### src/rtl/smavg_pkg.sv
`timescale 1ns / 1ps

package smavg_pkg;

    localparam int SAMPLE_W      = 16;
    localparam int WINDOW_LENGTH = 10;
    localparam int CHANNELS      = 6;

    localparam int SUM_W     = SAMPLE_W + $clog2(WINDOW_LENGTH);
    localparam int DIV_SHIFT = SUM_W + $clog2(WINDOW_LENGTH);
    localparam int RECIP_W   = SUM_W + 1;
    localparam int PROD_W    = SUM_W + RECIP_W;

    // ceil(2^DIV_SHIFT / WINDOW_LENGTH): exact quotient for every window sum magnitude
    localparam logic [RECIP_W-1:0] RECIP = RECIP_W'(
        ((64'd1 << DIV_SHIFT) + 64'(WINDOW_LENGTH) - 64'd1) / 64'(WINDOW_LENGTH));

    typedef struct packed {
        logic signed [SAMPLE_W-1:0] accel_x_sample;
        logic signed [SAMPLE_W-1:0] accel_y_sample;
        logic signed [SAMPLE_W-1:0] accel_z_sample;
        logic signed [SAMPLE_W-1:0] gyro_x_sample;
        logic signed [SAMPLE_W-1:0] gyro_y_sample;
        logic signed [SAMPLE_W-1:0] gyro_z_sample;
    } sample_t;

    typedef struct packed {
        logic signed [SAMPLE_W-1:0] accel_x_average;
        logic signed [SAMPLE_W-1:0] accel_y_average;
        logic signed [SAMPLE_W-1:0] accel_z_average;
        logic signed [SAMPLE_W-1:0] gyro_x_average;
        logic signed [SAMPLE_W-1:0] gyro_y_average;
        logic signed [SAMPLE_W-1:0] gyro_z_average;
    } average_t;

    typedef struct packed {
        logic load_mul;
        logic load_out;
    } div_ctrl_t;

endpackage

### src/rtl/smavg_div.sv
`timescale 1ns / 1ps

module smavg_div (
    input  logic                                    clk,
    input  smavg_pkg::div_ctrl_t                    ctrl,
    input  logic signed [smavg_pkg::SUM_W-1:0]      sum,
    output logic signed [smavg_pkg::SAMPLE_W-1:0]   quotient
);

    logic [smavg_pkg::SUM_W-1:0]           mag;
    logic [smavg_pkg::PROD_W-1:0]          prod_next;
    logic [smavg_pkg::PROD_W-1:0]          prod_reg;
    logic                                  neg_reg;
    logic [smavg_pkg::SAMPLE_W-1:0]        mag_quot;
    logic signed [smavg_pkg::SAMPLE_W-1:0] quotient_next;
    logic signed [smavg_pkg::SAMPLE_W-1:0] quotient_reg;

    assign mag       = sum[smavg_pkg::SUM_W-1] ? smavg_pkg::SUM_W'(-sum)
                                               : smavg_pkg::SUM_W'(sum);
    assign prod_next = smavg_pkg::PROD_W'(mag) * smavg_pkg::PROD_W'(smavg_pkg::RECIP);

    // truncate toward zero: divide the magnitude, then restore the sign
    assign mag_quot      = smavg_pkg::SAMPLE_W'(prod_reg >> smavg_pkg::DIV_SHIFT);
    assign quotient_next = neg_reg ? -$signed(mag_quot) : $signed(mag_quot);

    always_ff @(posedge clk)
    begin
        if (ctrl.load_mul)
        begin
            prod_reg <= prod_next;
            neg_reg  <= sum[smavg_pkg::SUM_W-1];
        end
        if (ctrl.load_out)
        begin
            quotient_reg <= quotient_next;
        end
    end

    assign quotient = quotient_reg;

endmodule

### config.mk
export PLATFORM = sky130hd
export DESIGN_NAME = smavg_div
export DESIGN_NICKNAME = d
export VERILOG_FILES = /design/src/rtl/smavg_pkg.sv /design/src/rtl/smavg_div.sv
export SDC_FILE = /design/constraint.sdc
export NUM_CORES = 1
export LEC_CHECK = 0
export ABC_CLOCK_PERIOD_IN_PS = 22000
export BUFFER_PORTS_ARGS = -buffer_cell sky130_fd_sc_hd__buf_2
export CAP_MARGIN = 20
export CELL_PAD_IN_SITES_DETAIL_PLACEMENT = 1
export CELL_PAD_IN_SITES_GLOBAL_PLACEMENT = 1
export CORE_MARGIN = 1
export CORE_UTILIZATION = 55
export DETAILED_ROUTE_END_ITERATION = 10
export PLACE_DENSITY_LB_ADDON = 0.1
export SYNTH_ARGS = -nofsm -noshare
export SYNTH_HDL_FRONTEND = slang
export SYNTH_SLANG_ARGS = --single-unit
### constraint.sdc
create_clock -name clk -period 22 [get_ports clk]
set_clock_uncertainty 0.1 [all_clocks]
set_input_delay 2.2 -clock clk [delete_from_list [all_inputs] [get_ports clk]]
set_output_delay 2.2 -clock clk [all_outputs]
set_load 0.02 [all_outputs]
### Yosys cells after proc, flatten, opt, wreduce, memory -nomap -nowiden

Cells that the tools add are included.
Widths: inputs -> output; s select.

* word-level logic and storage cells: 8
* output and inout port bits: 16
* register bits after elaboration: 56
* input port bits: 23

* multiply operators: 1
* muxes and demuxes: 2
* add/subtract/negate cells: 2

Operators with widths (number)
* $mul 20x20->39 const B: 1
* $mux 20: 1
* $neg 20->20: 1
* $mux 16: 1
* $neg 16->16: 1

### Longest topological paths before layout

Gate-level depths: netlist (run 1).

* depth after elaboration: 3
* depth in mapped cells: 28
* depth with buffers taken out: 28

### Worst setup path before layout (run 1)

No wires, ideal clock.

* path type: input -> register
* start point: in sum[4] (netlist bit)
* end point: reg prod_reg[36] (netlist bit) (data pin)
* data arrival time: 8.538 ns
* setup time: 0.263 ns
* data required time: 21.637 ns
* slack: 13.098 ns
* stages on the path: 26
* cell sequence: clkbuf_1 nor4_2 nand4_1 nand2b_1 o31ai_1 xor2_1 inv_1 ha_1 fa_1 ha_1 inv_1 fa_1 inv_1 fa_1 fa_1 inv_1 fa_1 inv_1 ha_1 a21oi_1 o21ai_0 a311oi_4 o21ai_2 a21o_2 a221oi_2 xnor2_1

* longest elaborated chain between the ends: 3

RTL lines
* start: declaration: line smavg_div.sv:6 `input logic signed [smavg_pkg::SUM_W-1:0] sum,`
* $neg 20->20: line smavg_div.sv:18 `assign mag = sum[smavg_pkg::SUM_W-1] ? smavg_pkg::SUM_W'(-sum)`
* $mux 20 (*): line smavg_div.sv:18
* $mul 20x20->39 (*): line smavg_div.sv:20 `assign prod_next = smavg_pkg::PROD_W'(mag) * smavg_pkg::PROD_W'(smavg_pkg::RECIP);`
* named net prod_next, one bit: line smavg_div.sv:11 `logic [smavg_pkg::PROD_W-1:0] prod_next;`
* end signal: assignment: line smavg_div.sv:30 `prod_reg <= prod_next;`
* end: declaration: line smavg_div.sv:12 `logic [smavg_pkg::PROD_W-1:0] prod_reg;`

Mark *: on every way through the listed nets, which the timed path passes. The rest lies on a longest branch.
A chain may end at the register's enable or synchronous reset.

### Final worst setup path (run 1)

* start point: in sum[5] (netlist bit)
* end point: reg prod_reg[39] (netlist bit) (data pin)

The elaborated chain is that of the path after synthesis.

==> impl_metrics.py, run 1 <==
metrics = {
    "logic_synthesis": {
        "yosysWarningCount": 0,
        "yosys.area_share.adder": 0.575,
        "yosysSeqAreaShare": 0.111,
        "synthTopCellsByArea": "fa_1, ha_1, edfxtp_1",
        "synth_top_family_by_area": "adder cells",
        "post_synth_and_or_nand_nor_area_fraction": 0.0572,
        "postSynthCellCount": 874,
        "synth.top_cells.by_count": "inv_1, ha_1, fa_1",
        "post_synth.cell_area_avg_um2": 10.2,
        "synth-async-reset-ratio": 0,
        "yosys.cell_count.top_type": "inv_1",
        "synth_area_leader_cell": "fa_1",
        "synthesized_area_fraction_occupied_by_xor_and_xnor_cells": 0.0646,
        "synthMuxAreaShare": 0.00112,
        "synth_edf_count": 33,
        "mappedNetlistNets": 1226,
        "synth_top_flop_cell": "edfxtp_1",
        "postSynthRegisterBits": 33,
        "synth.distinct_cells": 53,
        "synth.top_cell.area_share": 0.303,
        "synth-compound-area-share": 0.0921,
        "mappedNetlistArea_um2": 8920,
    },
    "drt": {
        "ant_nets": 0,
        "wl_met1_um": 10900,
        "route.top_layer_used": "met4",
        "met2RoutedLength_um": 12000,
        "route.detailed.drc": 0,
        "met3WireLength_um": 1260,
        "avgRoutedWirePerCell_um": 22.0,
        "drtIter0Drc": 416,
        "viasPerCell": 5.71,
        "finalWirelength_um": 24800,
        "vias": 6427,
        "detail_route.first_pass.iterations": 5,
    },
    "run_status": {
        "status": "completed",
    },
    "min_path": {
        "hold_path_depth": 0,
        "source_of_the_worst_hold_timing_path": "prod_reg[24]$_DFFE_PP_",
        "hold_path.class": "flip-flop to flip-flop",
        "worst_hold_path.endpoint": "quotient[0]$_DFFE_PP_",
    },
    "floorplan": {
        "floorplan.die_area_um2": 16700,
        "die_h_um": 129,
        "die_w_um": 129,
        "core_region_area_um2": 15900,
        "pin_count": 39,
        "floorplan.rows": 46,
        "initial_core_util": 0.562,
    },
    "cts": {
        "ctsResizeCount": 0,
        "tritoncts": "built",
        "cts_buffers": 5,
        "clk_pin_slew_worst_paths_ns": 0.05,
        "clock_path_buffers": 2,
        "clock_latency_ns": 0.28,
        "maximum_level_of_the_cts_h_tree": 2,
        "cts-root-buf": "clkbuf_16",
        "cts_setup_buffers": 0,
        "cts.hold.buffers_added": 0,
        "cts.sink_count": 33,
    },
    "placed_design": {
        "placedInstanceArea_um2": 9340,
        "buffer_ports.inserted": 38,
        "dp_slack_ns": 12.06,
        "gp_congestion": 0.925,
        "detailed_place_hpwl_um": 22200,
    },
    "worst_setup_path": {
        "worst-setup-path-type": "primary input to flip-flop",
        "path_max_fanout": 6,
        "critPathCaptureType": "flip-flop",
        "arrival_time_of_the_worst_setup_path_ns": 9.62,
        "worst_r2r_path_depth": 7,
        "crit-reg2reg-launch": "prod_reg[24]$_DFFE_PP_",
        "setup.reg_to_reg.worst_slack_ns": 19.57,
        "required_time_of_the_critical_path_ns": 21.91,
        "r2r_end": "quotient[13]$_DFFE_PP_",
        "cp-start-kind": "primary input",
    },
    "finish": {
        "final_design_area_no_fill_um2": 9500,
        "area_growth_syn_to_layout_pct": 6.48,
        "drive_gt1_frac": 0.0615,
        "final_nets": 1261,
        "seqCellArea_um2": 991,
        "insertedDiodeCount": 0,
        "multiInputGateArea_um2": 7050,
        "fillers": 1792,
    },
    "global_routing": {
        "groute.usage.overall": 0.317,
        "grt_overflow": 0,
        "grt_max_degree": 21,
        "grt_pass1_wl_um": 39100,
        "vias_in_the_first_global_route": 7444,
        "number_of_antenna_violations_at_the_first_check_in_global_routing": 0,
    },
    "timing": {
        "worst-slew-pin-transition_ns": 1.09,
        "finalHoldViolCount": 0,
        "max_slew_margin": 0.270,
        "worst_slack_ns": 12.30,
        "unrepaired_setup_endpoints_after_global_routing": "false",
        "finalSetupViolations": 0,
        "clock.fmax_mhz": 103,
        "period_minus_slack_ns": 9.70,
        "timing_max_transition_violations_final": 0,
        "timing.final.crit_share": 0.441,
        "tns_ns": 0,
    },
    "run": {
        "cap_violations": 0,
    },
}
-- through the flow --
step / hold slack [ns] / utilization / std cells
finish: 0.450 / 0.598 / 1126
global route: 0.460 / 0.598 / 1126
CTS: 0.435 / 0.598 / 1126
detailed placement: 0.422 / 0.588 / 1118
global placement: 0.404 / 0.588 / 1118
floorplan: 0.375 / - / 874
-- cell type report --
class / count / share of cell area
clock inverters: 2 / 0.00356
multi-input cells: 608 / 0.742
well taps: 216 / 0.0284
repair buffers: 38 / 0.0200
inverters: 223 / 0.0881
flip-flops and latches: 33 / 0.104
clock buffers: 6 / 0.0136
-- how the worst max path moves through the flow --
stage                              to  startpoint
2_1_floorplan  prod_reg[36]$_DFFE_PP_      sum[4]
3_3_place_gp   prod_reg[39]$_DFFE_PP_      sum[5]
3_5_place_dp   prod_reg[39]$_DFFE_PP_      sum[5]
4_1_cts        prod_reg[39]$_DFFE_PP_      sum[5]
5_1_grt        prod_reg[39]$_DFFE_PP_      sum[5]
6_report       prod_reg[39]$_DFFE_PP_      sum[5]
-- layout by cell type (no fill, tap or decap), types with 19 or more instances in the layout --
| master | netlist | layout |
|---|---|---|
| a21o_1 | 20 | 20 |
| buf_2 | 0 | 38 |
| edfxtp_1 | 33 | 33 |
| fa_1 | 135 | 135 |
| xnor2_1 | 45 | 45 |
| o21ai_0 | 20 | 20 |
| nand2_1 | 31 | 31 |
| inv_1 | 223 | 223 |
| ha_1 | 194 | 194 |
| xor2_1 | 19 | 19 |
| a21oi_1 | 25 | 25 |
-- cells by family (layout without fill, tap and decap cells) --
logic type               count (synthesis)  in the layout
AO/OA/AOI/OAI                          116            116
XOR/XNOR                                65             65
adder cells (fa/ha/maj)                329            329
buffers and inverters                  233            269
flip-flops                              33             33
multiplexers                             1              1
AND/OR/NAND/NOR                         97             97
-- worst max-delay path, stage by stage --
cell and delay, ns:
buf_2 0.13, nor4_2 0.41, nand4_1 0.20, nand2b_1 0.23
o21ai_0 0.23, xnor2_1 0.42, ha_1 0.51, xor2_1 0.22
ha_1 0.22, a21o_1 0.17, ha_1 0.28, inv_1 0.05
fa_1 0.50, inv_1 0.05, fa_1 0.52, fa_1 0.56
inv_1 0.05, fa_1 0.64, inv_1 0.07, ha_1 0.32
a21oi_1 0.07, o21ai_0 0.39, a311oi_4 0.19, a31oi_1 0.24
nand2_1 0.14, o21a_1 0.21, a211oi_2 0.23, xnor2_1 0.14
-- layer usage --
metal,vias to the layer above,track usage
li1,2940,-
met1,3262,0.414
met2,172,0.539
met3,53,0.0512
met4,0,0.0983
met5,-,0
Power of run 1 is left out: the tool's default activity adds up to more than one toggle a clock period on the data nets, which glitch-free logic cannot reach.
==> run 2, diff against run 1 <==
ABC_CLOCK_PERIOD_IN_PS = 8600   (was 22000)
CORE_UTILIZATION = 47   (was 55)
clock period = 8.6 ns   (was 22 ns; I/O delays follow)
==> impl_metrics.py, run 2 (synthesized netlist as in run 1, its figures left out) <==
metrics = {
    "run_status": {
        "status": "completed",
    },
    "floorplan": {
        "die_h_um": 140,
        "floorplan.rows": 50,
        "initial_core_util": 0.479,
        "die_w_um": 140,
        "pin_count": 39,
        "floorplan.die_area_um2": 19500,
        "core_region_area_um2": 18600,
    },
    "timing": {
        "timing.final.crit_share": 0.941,
        "finalSetupViolations": 0,
        "tns_ns": 0,
        "period_minus_slack_ns": 8.09,
        "unrepaired_setup_endpoints_after_global_routing": "false",
        "finalHoldWorstSlack_ns": 0.431,
        "clock.fmax_mhz": 124,
        "timing_max_transition_violations_final": 0,
        "max_slew_margin": 0.307,
        "finalHoldViolCount": 0,
        "worst-slew-pin-transition_ns": 1.03,
    },
    "drt": {
        "detail_route.first_pass.iterations": 5,
        "viasPerCell": 5.42,
        "route.detailed.drc": 0,
        "vias": 6276,
        "drtIter0Drc": 302,
        "ant_nets": 0,
        "avgRoutedWirePerCell_um": 20.1,
        "finalWirelength_um": 23200,
    },
    "global_routing": {
        "number_of_antenna_violations_at_the_first_check_in_global_routing": 0,
        "grt_max_degree": 18,
        "vias_in_the_first_global_route": 7120,
        "groute.usage.overall": 0.250,
        "grt_overflow": 0,
        "grt_pass1_wl_um": 37400,
    },
    "worst_setup_path": {
        "cp-start-kind": "primary input",
        "worst_r2r_path_depth": 7,
        "arrival_time_of_the_worst_setup_path_ns": 7.99,
        "critPathCaptureType": "flip-flop",
        "path_max_fanout": 5,
        "worst-setup-path-type": "primary input to flip-flop",
        "crit-reg2reg-launch": "prod_reg[24]$_DFFE_PP_",
        "required_time_of_the_critical_path_ns": 8.51,
        "r2r_end": "quotient[13]$_DFFE_PP_",
        "setup.reg_to_reg.worst_slack_ns": 6.19,
    },
    "cts": {
        "maximum_level_of_the_cts_h_tree": 2,
        "ctsResizeCount": 0,
        "cts_setup_buffers": 0,
        "tritoncts": "built",
        "cts_buffers": 5,
        "clock_latency_ns": 0.27,
        "clk_pin_slew_worst_paths_ns": 0.05,
        "cts.sink_count": 33,
        "cts.hold.buffers_added": 0,
        "cts-root-buf": "clkbuf_16",
        "clock_path_buffers": 2,
    },
    "placed_design": {
        "detailed_place_hpwl_um": 21200,
        "gp_congestion": 0.958,
        "buffer_ports.inserted": 38,
    },
    "min_path": {
        "hold_path_depth": 0,
        "hold_path.class": "flip-flop to flip-flop",
        "source_of_the_worst_hold_timing_path": "prod_reg[24]$_DFFE_PP_",
        "worst_hold_path.endpoint": "quotient[0]$_DFFE_PP_",
    },
    "finish": {
        "fillers": 2082,
        "final_nets": 1274,
        "area_growth_syn_to_layout_pct": 7.56,
        "insertedDiodeCount": 0,
        "final_cell_mix": "inv_1, ha_1, fa_1",
        "final_common_cell": "inv_1",
        "drive_gt1_frac": 0.0758,
    },
    "run": {
        "cap_violations": 0,
    },
}
==> run 2: through the flow <==
stage / cell area, um^2 / util / setup WS, ns / cells
global route: 9600 / 0.515 / 0.0453 / 1157
global placement: 9460 / 0.507 / 0.413 / 1149
finish: 9600 / 0.515 / 0.511 / 1157
floorplan: 8920 / - / 1.04 / 874
detailed placement: 9460 / 0.507 / 0.169 / 1149
CTS: 9600 / 0.515 / 0.454 / 1157
==> run 2: worst max-delay path, stage by stage <==
cell	delay, ns
buf_2	0.13
nor4_2	0.37
nand4_1	0.19
nand2b_1	0.23
o41ai_1	0.33
xnor2_1	0.37
ha_1	0.46
fa_1	0.53
ha_1	0.30
inv_1	0.06
fa_1	0.52
inv_1	0.05
fa_1	0.47
fa_1	0.56
inv_1	0.05
fa_1	0.50
inv_1	0.05
ha_1	0.32
a21oi_1	0.13
o21ai_0	0.17
a311oi_4	0.39
o2111ai_1	0.27
nand4_1	0.19
nand2_1	0.12
a211oi_2	0.23
xnor2_1	0.14
==> run 2: worst max-delay path by stage <==
| stage | from | to | slack, ns | depth (start not counted) |
|---|---|---|---|---|
| final | sum[5] | prod_reg[39]$_DFFE_PP_ | 0.51 | 26 |
| after global routing | sum[5] | prod_reg[39]$_DFFE_PP_ | 0.05 | 26 |
| after CTS | sum[5] | prod_reg[39]$_DFFE_PP_ | 0.45 | 26 |
| after detailed placement | sum[5] | prod_reg[39]$_DFFE_PP_ | 0.17 | 26 |
| after global placement | sum[5] | prod_reg[39]$_DFFE_PP_ | 0.41 | 26 |
| after floorplan | sum[4] | prod_reg[36]$_DFFE_PP_ | 1.04 | 26 |
==> run 2: routing by layer <==
| metal | vias up | part of all wire | track usage |
|---|---|---|---|
| li1 | 2959 | - | - |
| met3 | 20 | 0.041 | 0.0200 |
| met5 | - | 0 | 0 |
| met2 | 129 | 0.47 | 0.420 |
| met4 | 0 | 0.015 | 0.0480 |
| met1 | 3168 | 0.47 | 0.354 |
==> run 2: cell type report <==
class	count	area [um^2]	area share
clock buffers	6	129	0.0134
multi-input cells	608	7050	0.735
well taps	234	293	0.0305
inverters	223	837	0.0872
flip-flops and latches	33	991	0.103
clock inverters	2	10.0	0.00104
repair buffers	51	288	0.0300
Power of run 2 is left out for the same reason.
