### src/rtl/smavg_pkg.sv
`timescale 1ns / 1ps

package smavg_pkg;

    localparam int SAMPLE_W      = 16;
    localparam int WINDOW_LENGTH = 10;
    localparam int CHANNELS      = 6;

    localparam int SUM_W     = SAMPLE_W + $clog2(WINDOW_LENGTH);
    localparam int DIV_SHIFT = SUM_W + $clog2(WINDOW_LENGTH);
    localparam int RECIP_W   = SUM_W + 1;
    localparam int PROD_W    = SUM_W + RECIP_W;

    // ceil(2^DIV_SHIFT / WINDOW_LENGTH): exact quotient for every window sum magnitude
    localparam logic [RECIP_W-1:0] RECIP = RECIP_W'(
        ((64'd1 << DIV_SHIFT) + 64'(WINDOW_LENGTH) - 64'd1) / 64'(WINDOW_LENGTH));

    typedef struct packed {
        logic signed [SAMPLE_W-1:0] accel_x_sample;
        logic signed [SAMPLE_W-1:0] accel_y_sample;
        logic signed [SAMPLE_W-1:0] accel_z_sample;
        logic signed [SAMPLE_W-1:0] gyro_x_sample;
        logic signed [SAMPLE_W-1:0] gyro_y_sample;
        logic signed [SAMPLE_W-1:0] gyro_z_sample;
    } sample_t;

    typedef struct packed {
        logic signed [SAMPLE_W-1:0] accel_x_average;
        logic signed [SAMPLE_W-1:0] accel_y_average;
        logic signed [SAMPLE_W-1:0] accel_z_average;
        logic signed [SAMPLE_W-1:0] gyro_x_average;
        logic signed [SAMPLE_W-1:0] gyro_y_average;
        logic signed [SAMPLE_W-1:0] gyro_z_average;
    } average_t;

    typedef struct packed {
        logic load_mul;
        logic load_out;
    } div_ctrl_t;

endpackage

### src/rtl/smavg_lane.sv
`timescale 1ns / 1ps

module smavg_lane (
    input  logic                                    clk,
    input  logic                                    rst_n,
    input  logic                                    push,
    input  logic signed [smavg_pkg::SAMPLE_W-1:0]   sample,
    output logic signed [smavg_pkg::SUM_W-1:0]      sum
);

    logic signed [smavg_pkg::SAMPLE_W-1:0] window_reg [smavg_pkg::WINDOW_LENGTH];
    logic signed [smavg_pkg::SUM_W-1:0]    sum_reg;
    logic signed [smavg_pkg::SUM_W-1:0]    sum_next;

    // add the newest sample, drop the oldest
    assign sum_next = sum_reg + smavg_pkg::SUM_W'(sample)
                    - smavg_pkg::SUM_W'(window_reg[0]);

    always_ff @(posedge clk or negedge rst_n)
    begin
        if (!rst_n)
        begin
            sum_reg <= '0;
            for (int k = 0; k < smavg_pkg::WINDOW_LENGTH; k++)
            begin
                window_reg[k] <= '0;
            end
        end
        else if (push)
        begin
            sum_reg <= sum_next;
            for (int k = 0; k < smavg_pkg::WINDOW_LENGTH - 1; k++)
            begin
                window_reg[k] <= window_reg[k + 1];
            end
            window_reg[smavg_pkg::WINDOW_LENGTH - 1] <= sample;
        end
    end

    assign sum = sum_reg;

endmodule

### config.mk
export PLATFORM = sky130hd
export DESIGN_NAME = smavg_lane
export DESIGN_NICKNAME = d
export VERILOG_FILES = /design/src/rtl/smavg_pkg.sv /design/src/rtl/smavg_lane.sv
export SDC_FILE = /design/constraint.sdc
export NUM_CORES = 1
export LEC_CHECK = 0
export BUFFER_PORTS_ARGS = -buffer_cell sky130_fd_sc_hd__buf_4
export CELL_PAD_IN_SITES_DETAIL_PLACEMENT = 1
export CELL_PAD_IN_SITES_GLOBAL_PLACEMENT = 1
export CORE_ASPECT_RATIO = 1.75
export CORE_MARGIN = 3
export CORE_UTILIZATION = 25
export CTS_CLUSTER_DIAMETER = 120
export DETAILED_ROUTE_END_ITERATION = 8
export PLACE_DENSITY = 0.57
export SYNTH_ARGS = -nofsm -noshare
export SYNTH_HDL_FRONTEND = slang
export SYNTH_SLANG_ARGS = --single-unit
### constraint.sdc
create_clock -name clk -period 2.51 [get_ports clk]
set_input_delay 0.502 -clock clk [delete_from_list [all_inputs] [get_ports clk]]
set_output_delay 0.502 -clock clk [all_outputs]
set_load 0.05 [all_outputs]
Yosys cells after proc, flatten, opt, wreduce, memory -nomap -nowiden. Cells that the tools add are included.

Register bits after elaboration: 180. Bits of input ports: 19. Output and inout bits: 20.

Add/subtract/negate cells: 2.

Operators by type and width (count): 20-bit by 16-bit adder with 20-bit output (1); 20-bit by 16-bit subtractor with 20-bit output (1).

Longest topological paths before layout. Gate-level depths: netlist (run 1).

Depth in word-level cells: 2. Mapped depth: 11.

Least setup slack after synthesis (run 1). No wires, ideal clock.

Path type: reg2reg. Start point: register sum_reg (netlist bit sum[7]). End point: register sum_reg (netlist bit sum[19]). Setup time: 129 ps. Arrival: 2959 ps. Data required time: 2381 ps. Path slack: -578 ps. Stages on the path, launching flop included: 12. Buffers on the path: 1. Clock period less this slack: 3088 ps. Cells stage by stage: dfrtp_1 > inv_1 > fa_1 > inv_1 > ha_1 > clkbuf_1 > nand2_1 > a211oi_2 > a21oi_4 > nor2_2 > mux2_1 > a2111o_1.

Word-level cells in the longest chain between the ends: 2.

Ends and longest elaborated chain: start, declared (line smavg_lane.sv:12) `logic signed [smavg_pkg::SUM_W-1:0] sum_reg;`; start signal, assigned (line smavg_lane.sv:31) `sum_reg <= sum_next;`; 20-bit by 16-bit adder with 20-bit output (line smavg_lane.sv:16) `assign sum_next = sum_reg + smavg_pkg::SUM_W'(sample)`; 20-bit by 16-bit subtractor with 20-bit output (line smavg_lane.sv:17) `- smavg_pkg::SUM_W'(window_reg[0]);`.

No other way between the ends. A chain may end at the register's enable or synchronous reset.

Worst setup path in the final report (run 1).
Start point: register sum_reg (netlist bit sum[1]). End point: register sum_reg (netlist bit sum[8]).

Same word-level chain as after synthesis.

==> impl_metrics.yaml, run 1 <==
die:
  row_count: 88
  die-area_um2: 35740
  die_x_um: 144.2
  core_area_um2: 32920
  start_util_pct: 25.38
  die_y_um: 247.9
  io_pins: 39
grt:
  grt_busiest_layer: "met2"
  gr-total-overflow: 0
  grt_max_degree: 52
  grt_use_met1_pct: 11.20
  grt_util_all_layers_pct: 10.50
  grt_use_met2_pct: 19.79
  met3_usage_pct: 2.159
  grt_pass1_wl_mm: 29.47
  grt_pass1_vias: 5821
  antenna_found_initial: 0
clocking:
  clk_pin_slew_ns: 0.07
  cts_root_buffer: "clkbuf_16"
  cts.sinks: 180
  holdBufCountCts: 0
  cts_tree: "built"
  htree_levels: 4
  cts_buffers: 17
  cts_buffer_depth: 2
  insertion_delay_ns: 0.44
logic_synthesis:
  synth_nets: 697
  synth_edf_count: 0
  yosys.area.top_type: "dfrtp_1"
  synthCells: 638
  ys_seq_area_share_pct: 53.90
  synth_warnings: 0
  synth_top_area_share_pct: 53.90
  ys_ff_latch: 180
  avgSynthCellArea_um2: 13.10
  ys_types: 50
  yosys_most_used_dff: "dfrtp_1"
  async_flop_share_pct: 100.0
  mappedNetlistArea_um2: 8357
  synth_area_leaders: "dfrtp_1, mux2_2, fa_1"
timing:
  max_slew_margin_pct: 69.05
  worst_pin_slew_ns: 0.4643
  fmax_ghz: 0.3645
  fin_crit_sh_pct: 109.3
  final-setup-viol-count: 10
  min_period_ns: 2.744
  skew_ns: 0.006761
  rsz0062_at_grt: "yes"
  setup-tns-final_ns: -1.406
  finalWorstSetupSlack_ns: -0.2337
  slew_viol_final: 0
  final_hold_viol_count: 0
placed_design:
  gp_congestion: 0.7882
  hpwl_mm: 12.76
  place_area_um2: 9857
  preCtsSetupSlack_ns: -0.6265
  port_buffers: 38
routing:
  routedWlPerCell_um: 14.82
  drt_iter0_markers: 175
  via_count: 5157
  post-route-drc-count: 0
  drtPass1Iterations: 4
  via_per_inst: 4.326
  wl_mm: 17.66
  final_antenna_net_count: 0
final_layout:
  layout.nets: 833
  drive_above_1_share_pct: 51.59
  largest_reg_flops: 160
  syn_to_final_growth_pct: 29.61
  final-seq-area_um2: 4527
  multiInputGateArea_um2: 3731
  nFillCells: 3469
  diodes: 0
  design_area_um2: 10830
worst_setup_path:
  cp_max_fo: 3
  cp.arrival_ns: 3.07
  crit_path_start_kind: "register"
  crit_type: "reg2reg"
  crit_required_ns: 2.83
  critPathCaptureType: "register"
job:
  drv_cap: 0
status:
  failed_checks: "setup timing"
  outcome: "finished, violations left"
hold_path:
  min_path_type: "in2async"
-- synthesized netlist by cell type (5+ instances only) --
cell and n:
ha_1 21, inv_1 76, mux2_2 160, clkbuf_1 21, dfrtp_1 180, nor3_1 5
buf_2 5, nand3_1 5, xnor2_1 9, mux2i_1 6, o21ai_0 22, nand2_1 20
fa_1 19, nor2_1 8, a21oi_1 16
-- metal layers --
layer / up-vias / part of all wire, %
met3: 28 / 2.0
li1: 2450 / -
met1: 2634 / 39
met4: 0 / 2.2
met2: 45 / 57
met5: - / 0
-- area by class of cell --
type                            count  area share, %
Sequential cell                   180          41.79
Multi-Input combinational cell    353          34.45
Timing Repair Buffer              146          10.88
Tap cell                          405          4.678
Clock buffer                       19          4.182
Inverter                           76          2.657
Clock inverter                     13          1.363
-- timing repair --
item | in CTS | in global routing
resized for setup | 39 | 18
pin swaps | 24 | 15
setup endpoints to repair | 13 | 13
setup buffers | 9 | 7
-- cell usage in the layout (no fill, tap or decap), types with 9 or more instances in the layout --
cell type,synthesis,routed
dfrtp_2,0,18
ha_1,21,11
ha_4,0,9
clkbuf_16,0,17
buf_4,0,134
dfrtp_1,180,162
inv_1,76,65
nand2_1,20,19
a21oi_1,16,14
fa_1,19,18
o21ai_0,22,12
inv_2,0,10
mux2_2,160,159
-- critical path, stage by stage (launching register included) --
cell and delay (ns):
dfrtp_2 0.36, inv_2 0.05, fa_1 0.52, inv_2 0.06
fa_2 0.37, a211oi_4 0.31, o21ai_2 0.14, a211o_1 0.30
o21a_1 0.12, xor2_1 0.14, mux2_4 0.25
-- kinds of logic (layout without fill, tap and decap cells) --
family	after synthesis	in the layout	share of synthesized area (%)
DFF	180	180	53.90
muxes	168	168	22.55
buffers and inverters	105	254	4.806
AOI/OAI and AO/OA	80	80	6.753
and+or+nand+nor	53	53	3.039
adders and majority gates	40	40	7.696
xor gates and xnor gates	12	12	1.258
-- path summary, 6_finish.rpt --
kind	startpoint	endpoint	slack [ns]	cells after the start
worst max-delay path	sum[1]	sum[8]	-0.23	10
worst min-delay path	rst_n	sum[13]	0.02	1
worst max register to register	sum[1]	sum[8]	-0.23	10
worst min register to register	window_reg[116]	window_reg[132]	0.50	1
max in group asynchronous	rst_n	window_reg[132]	1.75	3
min in group clk	sample[11]	window_reg[11]	0.30	2
-- through the flow --
stage / hold WS (ns) / utilization, % / std cells
2_1_floorplan: 0.2064 / - / 638
3_3_place_gp: 0.4812 / 29.94 / 1145
3_5_place_dp: 0.4871 / 29.94 / 1145
4_1_cts: 0.02577 / 32.54 / 1186
5_1_grt: 0.03223 / 32.90 / 1192
6_report: 0.02188 / 32.90 / 1192
Power of run 1 is not shown: default switching activity piles up to over one toggle a cycle in this logic, so the estimate is an artifact.
==> inputs of run 2 (changes only) <==
- CELL_PAD_IN_SITES_DETAIL_PLACEMENT: 1 -> 0
- CORE_UTILIZATION: 25 -> 30
- PLACE_DENSITY: 0.57 -> 0.63
- clock period: 2.51 -> 3.4 ns (I/O delays scaled with it)
==> impl_metrics.yaml, run 2 (synthesis results as in run 1) <==
placed_design:
  hpwl_mm: 10.44
  preCtsSetupSlack_ns: 0.03790
  dpl.cell_count: 1036
  port_buffers: 38
  gp_congestion: 0.8018
worst_setup_path:
  crit_required_ns: 3.74
  critPathCaptureType: "register"
  crit_path_start_kind: "register"
  slowest_delay_ns: 0.50
  path_cells: "inv_1 -> fa_1 -> inv_1 -> ha_1 -> o21ai_0 -> buf_4 -> o21ai_2 -> a21boi_1 -> buf_4 -> nor4_1 -> nor3_1 -> o31ai_1"
  rr_worst_depth: 12
  cp.arrival_ns: 3.31
  path_buf_inv: 4
  crit_type: "reg2reg"
  slowest_stage: "fa_1"
  cp_max_fo: 5
  crit_cells: 12
  crit_family: "adder cells"
timing:
  finalWorstSetupSlack_ns: 0.4297
  final_hold_viol_count: 0
  rsz0062_at_grt: "no"
  max_slew_margin_pct: 63.58
  skew_ns: 0.006680
  slew_viol_final: 0
  setup-tns-final_ns: 0
  worst_pin_slew_ns: 0.5463
  fin_crit_sh_pct: 87.36
  min_period_ns: 2.970
  final-setup-viol-count: 0
  fmax_ghz: 0.3367
die:
  io_pins: 39
  die_y_um: 226.8
  die-area_um2: 29970
  row_count: 80
  die_x_um: 132.2
  start_util_pct: 30.58
  core_area_um2: 27330
clocking:
  cts_tree: "built"
  cts_root_buffer: "clkbuf_16"
  cts_buffer_depth: 2
  htree_levels: 4
  cts_resized: 0
  cts_setup_buffers: 0
  cts_buffers: 17
  clk_pin_slew_ns: 0.07
  cts.sinks: 180
  insertion_delay_ns: 0.43
  holdBufCountCts: 0
final_layout:
  final_cell_mix: "dfrtp_1, mux2_2, inv_1, buf_4, o21ai_0"
  syn_to_final_growth_pct: 16.93
  instances_no_fill: 1067
  mostFrequentLayoutCell: "dfrtp_1"
  nFillCells: 2686
  layout.nets: 745
  largest_reg_flops: 160
  drive_above_1_share_pct: 36.82
  diodes: 0
routing:
  wl_mm: 14.73
  via_count: 4733
  routedWlPerCell_um: 13.80
  drt_iter0_markers: 225
  final_antenna_net_count: 0
  via_per_inst: 4.436
  post-route-drc-count: 0
  drtPass1Iterations: 4
grt:
  antenna_found_initial: 0
  grt_pass1_vias: 5157
  grt_max_degree: 77
  grt_pass1_wl_mm: 25.39
  gr-total-overflow: 0
  grt_util_all_layers_pct: 10.62
job:
  drv_cap: 0
hold_path:
  min_path_type: "in2async"
status:
  outcome: "completed"
-- run 2: cell count changes in the layout (fill, tap and decap cells not counted), moves of 6 or more --
cell,change
buf_4,-81
dfrtp_1,+18
dfrtp_2,-18
inv_1,+11
ha_1,+10
inv_2,-10
o21ai_0,+10
ha_4,-9
o21ai_1,-6
-- run 2: routing by layer --
layer  global-route usage [%]  up-vias  wire [um]
met5                        0        -          0
met4                    4.815        0        387
met3                    2.864       23        446
met2                    18.91       56       7955
met1                    11.84     2380       5938
li1                         -     2274          -
-- run 2: cell type report --
| type | count | area [um2] | share of cell area, % |
|---|---|---|---|
| multi-input combinational | 353 | 3451 | 35.31 |
| clock inverter | 12 | 146.4 | 1.498 |
| tap | 369 | 461.7 | 4.725 |
| timing repair buffer | 58 | 480.5 | 4.917 |
| clock buffer | 19 | 442.9 | 4.533 |
| sequential | 180 | 4504 | 46.09 |
| inverter | 76 | 285.3 | 2.919 |
-- run 2: worst reg2reg max path, stage by stage (launching register included) --
cell	delay (ns)
dfrtp_1	0.39
inv_1	0.07
fa_1	0.50
inv_1	0.04
ha_1	0.37
o21ai_0	0.10
buf_4	0.15
o21ai_2	0.22
a21boi_1	0.10
buf_4	0.17
nor4_1	0.41
nor3_1	0.14
o31ai_1	0.22
-- run 2: path summary, 6_finish.rpt --
check                                     start               to  slack (ns)
worst max-delay path                     sum[2]          sum[17]        0.43
worst min-delay path                      rst_n   window_reg[34]        0.13
worst max register to register           sum[2]          sum[17]        0.43
worst min register to register  window_reg[143]  window_reg[159]        0.49
max in group asynchronous                 rst_n  window_reg[156]        2.54
min in group clk                     sample[14]   window_reg[14]        0.49
-- run 2: through the flow --
step                util, %  hold WS, ns  area [um2]
floorplan                 -       0.3844        8357
global placement      33.60       0.4699        9183
detailed placement    33.60       0.4859        9183
CTS                   35.76       0.1214        9772
global route          35.76       0.1358        9772
finish                35.76       0.1329        9772
Power of run 2 is left out for the same reason.
==> inputs of run 3 (changes only) <==
- ABC_AREA: unset -> 1
- PLACE_DENSITY: 0.63 -> 0.66
==> impl_metrics.yaml, run 3 <==
worst_setup_path:
  rr_worst_depth: 13
  path_cells: "inv_1 -> fa_1 -> inv_1 -> ha_1 -> nand2_2 -> inv_1 -> nand2_2 -> nor2_2 -> nand3_1 -> nand3_1 -> nand2_1 -> nand3_1 -> nand2_1"
  r2r_slack_ns: 0.77
  crit_type: "reg2reg"
  slowest_delay_ns: 0.52
  crit_path_start_kind: "register"
  cp.arrival_ns: 2.96
  cp_max_fo: 6
  reg2reg_from: "sum[13]"
  timing.rr.end: "sum[19]"
  critPathCaptureType: "register"
  crit_required_ns: 3.73
  slowest_stage: "fa_1"
final_layout:
  largest_reg_flops: 160
  diodes: 0
  design_area_um2: 9702
  nFillCells: 2877
  syn_to_final_growth_pct: 14.16
  drive_above_1_share_pct: 11.29
  final-seq-area_um2: 4504
  mostFrequentLayoutCell: "nand2_1"
  multiInputGateArea_um2: 3143
  layout.nets: 1066
  final_cell_mix: "nand2_1, dfrtp_1, inv_1, o21ai_0, buf_4"
logic_synthesis:
  synth_edf_count: 0
  ys_seq_area_share_pct: 53.00
  avgSynthCellArea_um2: 8.654
  ys_ff_latch: 180
  synth_warnings: 0
  ys_top_cells_by_count: "nand2_1, dfrtp_1, inv_1"
  synth_nets: 1041
  yosys_most_used_dff: "dfrtp_1"
  synth_area_leaders: "dfrtp_1, nand2_1, o21ai_0"
  async_flop_share_pct: 100.0
  ys_types: 29
  synthCells: 982
  synth_top_area_share_pct: 53.00
  synth_most_common_cell: "nand2_1"
  mappedNetlistArea_um2: 8498
  yosys.area.top_type: "dfrtp_1"
die:
  core_area_um2: 27630
  start_util_pct: 30.76
  die-area_um2: 30460
  row_count: 80
  io_pins: 39
  die_y_um: 228.6
  die_x_um: 133.2
placed_design:
  hpwl_mm: 13.06
  gp_congestion: 0.9428
  port_buffers: 38
  place_area_um2: 9155
power:
  power_frac_comb_pct: 46.3
  p_int_mw: 4.836
  powerDensity_nw_per_um2: 889.1
  p_switching_mw: 3.789
  ir_worst_vdd_mv: 0.3988
  leakagePower_nw: 4.822
  pwr-share-seq_pct: 32.1
  clkPwrFrac_pct: 21.6
  swShare_pct: 43.93
clocking:
  clk_pin_slew_ns: 0.07
  htree_levels: 4
  cts_setup_buffers: 0
  cts_buffer_depth: 2
  cts_resized: 0
  holdBufCountCts: 0
  cts.sinks: 180
  cts_buffers: 17
  cts_root_buffer: "clkbuf_16"
  cts_tree: "built"
  insertion_delay_ns: 0.44
timing:
  final_hold_viol_count: 0
  rsz0062_at_grt: "no"
  fin_crit_sh_pct: 77.46
  skew_ns: 0.008567
  worst_pin_slew_ns: 0.8191
  min_period_ns: 2.634
  max_slew_margin_pct: 45.39
  final-setup-viol-count: 0
  setup-tns-final_ns: 0
  fmax_ghz: 0.3797
  slew_viol_final: 0
routing:
  drtPass1Iterations: 5
  via_count: 6004
  final_antenna_net_count: 0
  wl_mm: 18.69
  routedWlPerCell_um: 13.47
  drt_iter0_markers: 338
  via_per_inst: 4.326
  post-route-drc-count: 0
grt:
  grt_pass1_vias: 6115
  grt_pass1_wl_mm: 31.53
  grt_util_all_layers_pct: 13.01
  antenna_found_initial: 0
  grt_max_degree: 87
  gr-total-overflow: 0
job:
  drv_cap: 0
status:
  outcome: "completed"
hold_path:
  min_path_type: "in2async"
[run 3: cell count changes after synthesis, moves of 5 or more]
cell      change
clkbuf_1      -7
buf_2        +15
nand3_2       +5
nand2_1     +269
inv_1        +89
nand3_1      +14
mux2_2      -160
nor2_1       +10
inv_2         +6
mux2i_1       -6
nand2_2      +19
o21ai_0     +131
[run 3: critical path, delay by kind of cell (launching register included)]
kind                     cells  cell delay (ns)
buffers and inverters        3             0.26
flip-flops                   1             0.47
AND/OR/NAND/NOR              8             0.81
adder cells (fa/ha/maj)      2             0.97
[run 3: worst max-delay path by stage]
stage                          start      end  slack [ns]  cells past startpoint
after global routing         sum[13]  sum[19]        0.62                     13
after global placement    sample[15]  sum[19]        0.42                     14
after detailed placement  sample[15]  sum[19]        0.40                     14
final                        sum[13]  sum[19]        0.77                     13
after CTS                    sum[13]  sum[19]        0.75                     13
after floorplan               sum[1]  sum[16]        0.94                     12
[run 3: logic make-up after synthesis]
family          after synthesis  synth area share, %
simple gates                367                18.12
flops                       180                53.00
compound gates              177                10.57
xor+xnor                      7               0.7215
fa+ha+maj                    40                7.568
buf+inv                     211                10.01
[run 3: per-stage QoR]
stage | worst slack, ns | hold slack [ns] | util (%) | cells | power [mW]
after floorplan | 0.9398 | 0.3844 | - | 982 | 5.708
after global placement | 0.4184 | 0.4588 | 33.14 | 1357 | 6.825
after detailed placement | 0.3960 | 0.4643 | 33.14 | 1357 | 6.862
after CTS | 0.7486 | 0.2742 | 35.12 | 1388 | 8.778
after global routing | 0.6195 | 0.3008 | 35.12 | 1388 | 9.360
final | 0.7662 | 0.2522 | 35.12 | 1388 | 8.626
[run 3: power by group through the flow]
stage	logic, mW	clock network [mW]	registers (mW)
3_5_place_dp	4.05	0	2.81
3_3_place_gp	4.02	0	2.81
6_report	3.99	1.86	2.77
4_1_cts	4.06	1.94	2.78
5_1_grt	4.54	2.01	2.81
2_1_floorplan	2.55	0	3.16
[run 3: cell type report]
type | count | area share, %
Clock buffer | 17 | 4.385
Multi-Input combinational cell | 591 | 32.40
Clock inverter | 14 | 1.251
Timing Repair Buffer | 46 | 4.140
Sequential cell | 180 | 46.43
Tap cell | 369 | 4.759
Inverter | 171 | 6.642
[run 3: layer usage]
layer / track usage [%] / up-vias / routed length [um]
li1: - / 3059 / -
met1: 15.65 / 2828 / 8088
met2: 22.15 / 82 / 9471
met3: 2.357 / 35 / 404
met4: 6.628 / 0 / 729
met5: 0 / - / 0
Note: power is estimated with default switching activity, not from simulation.
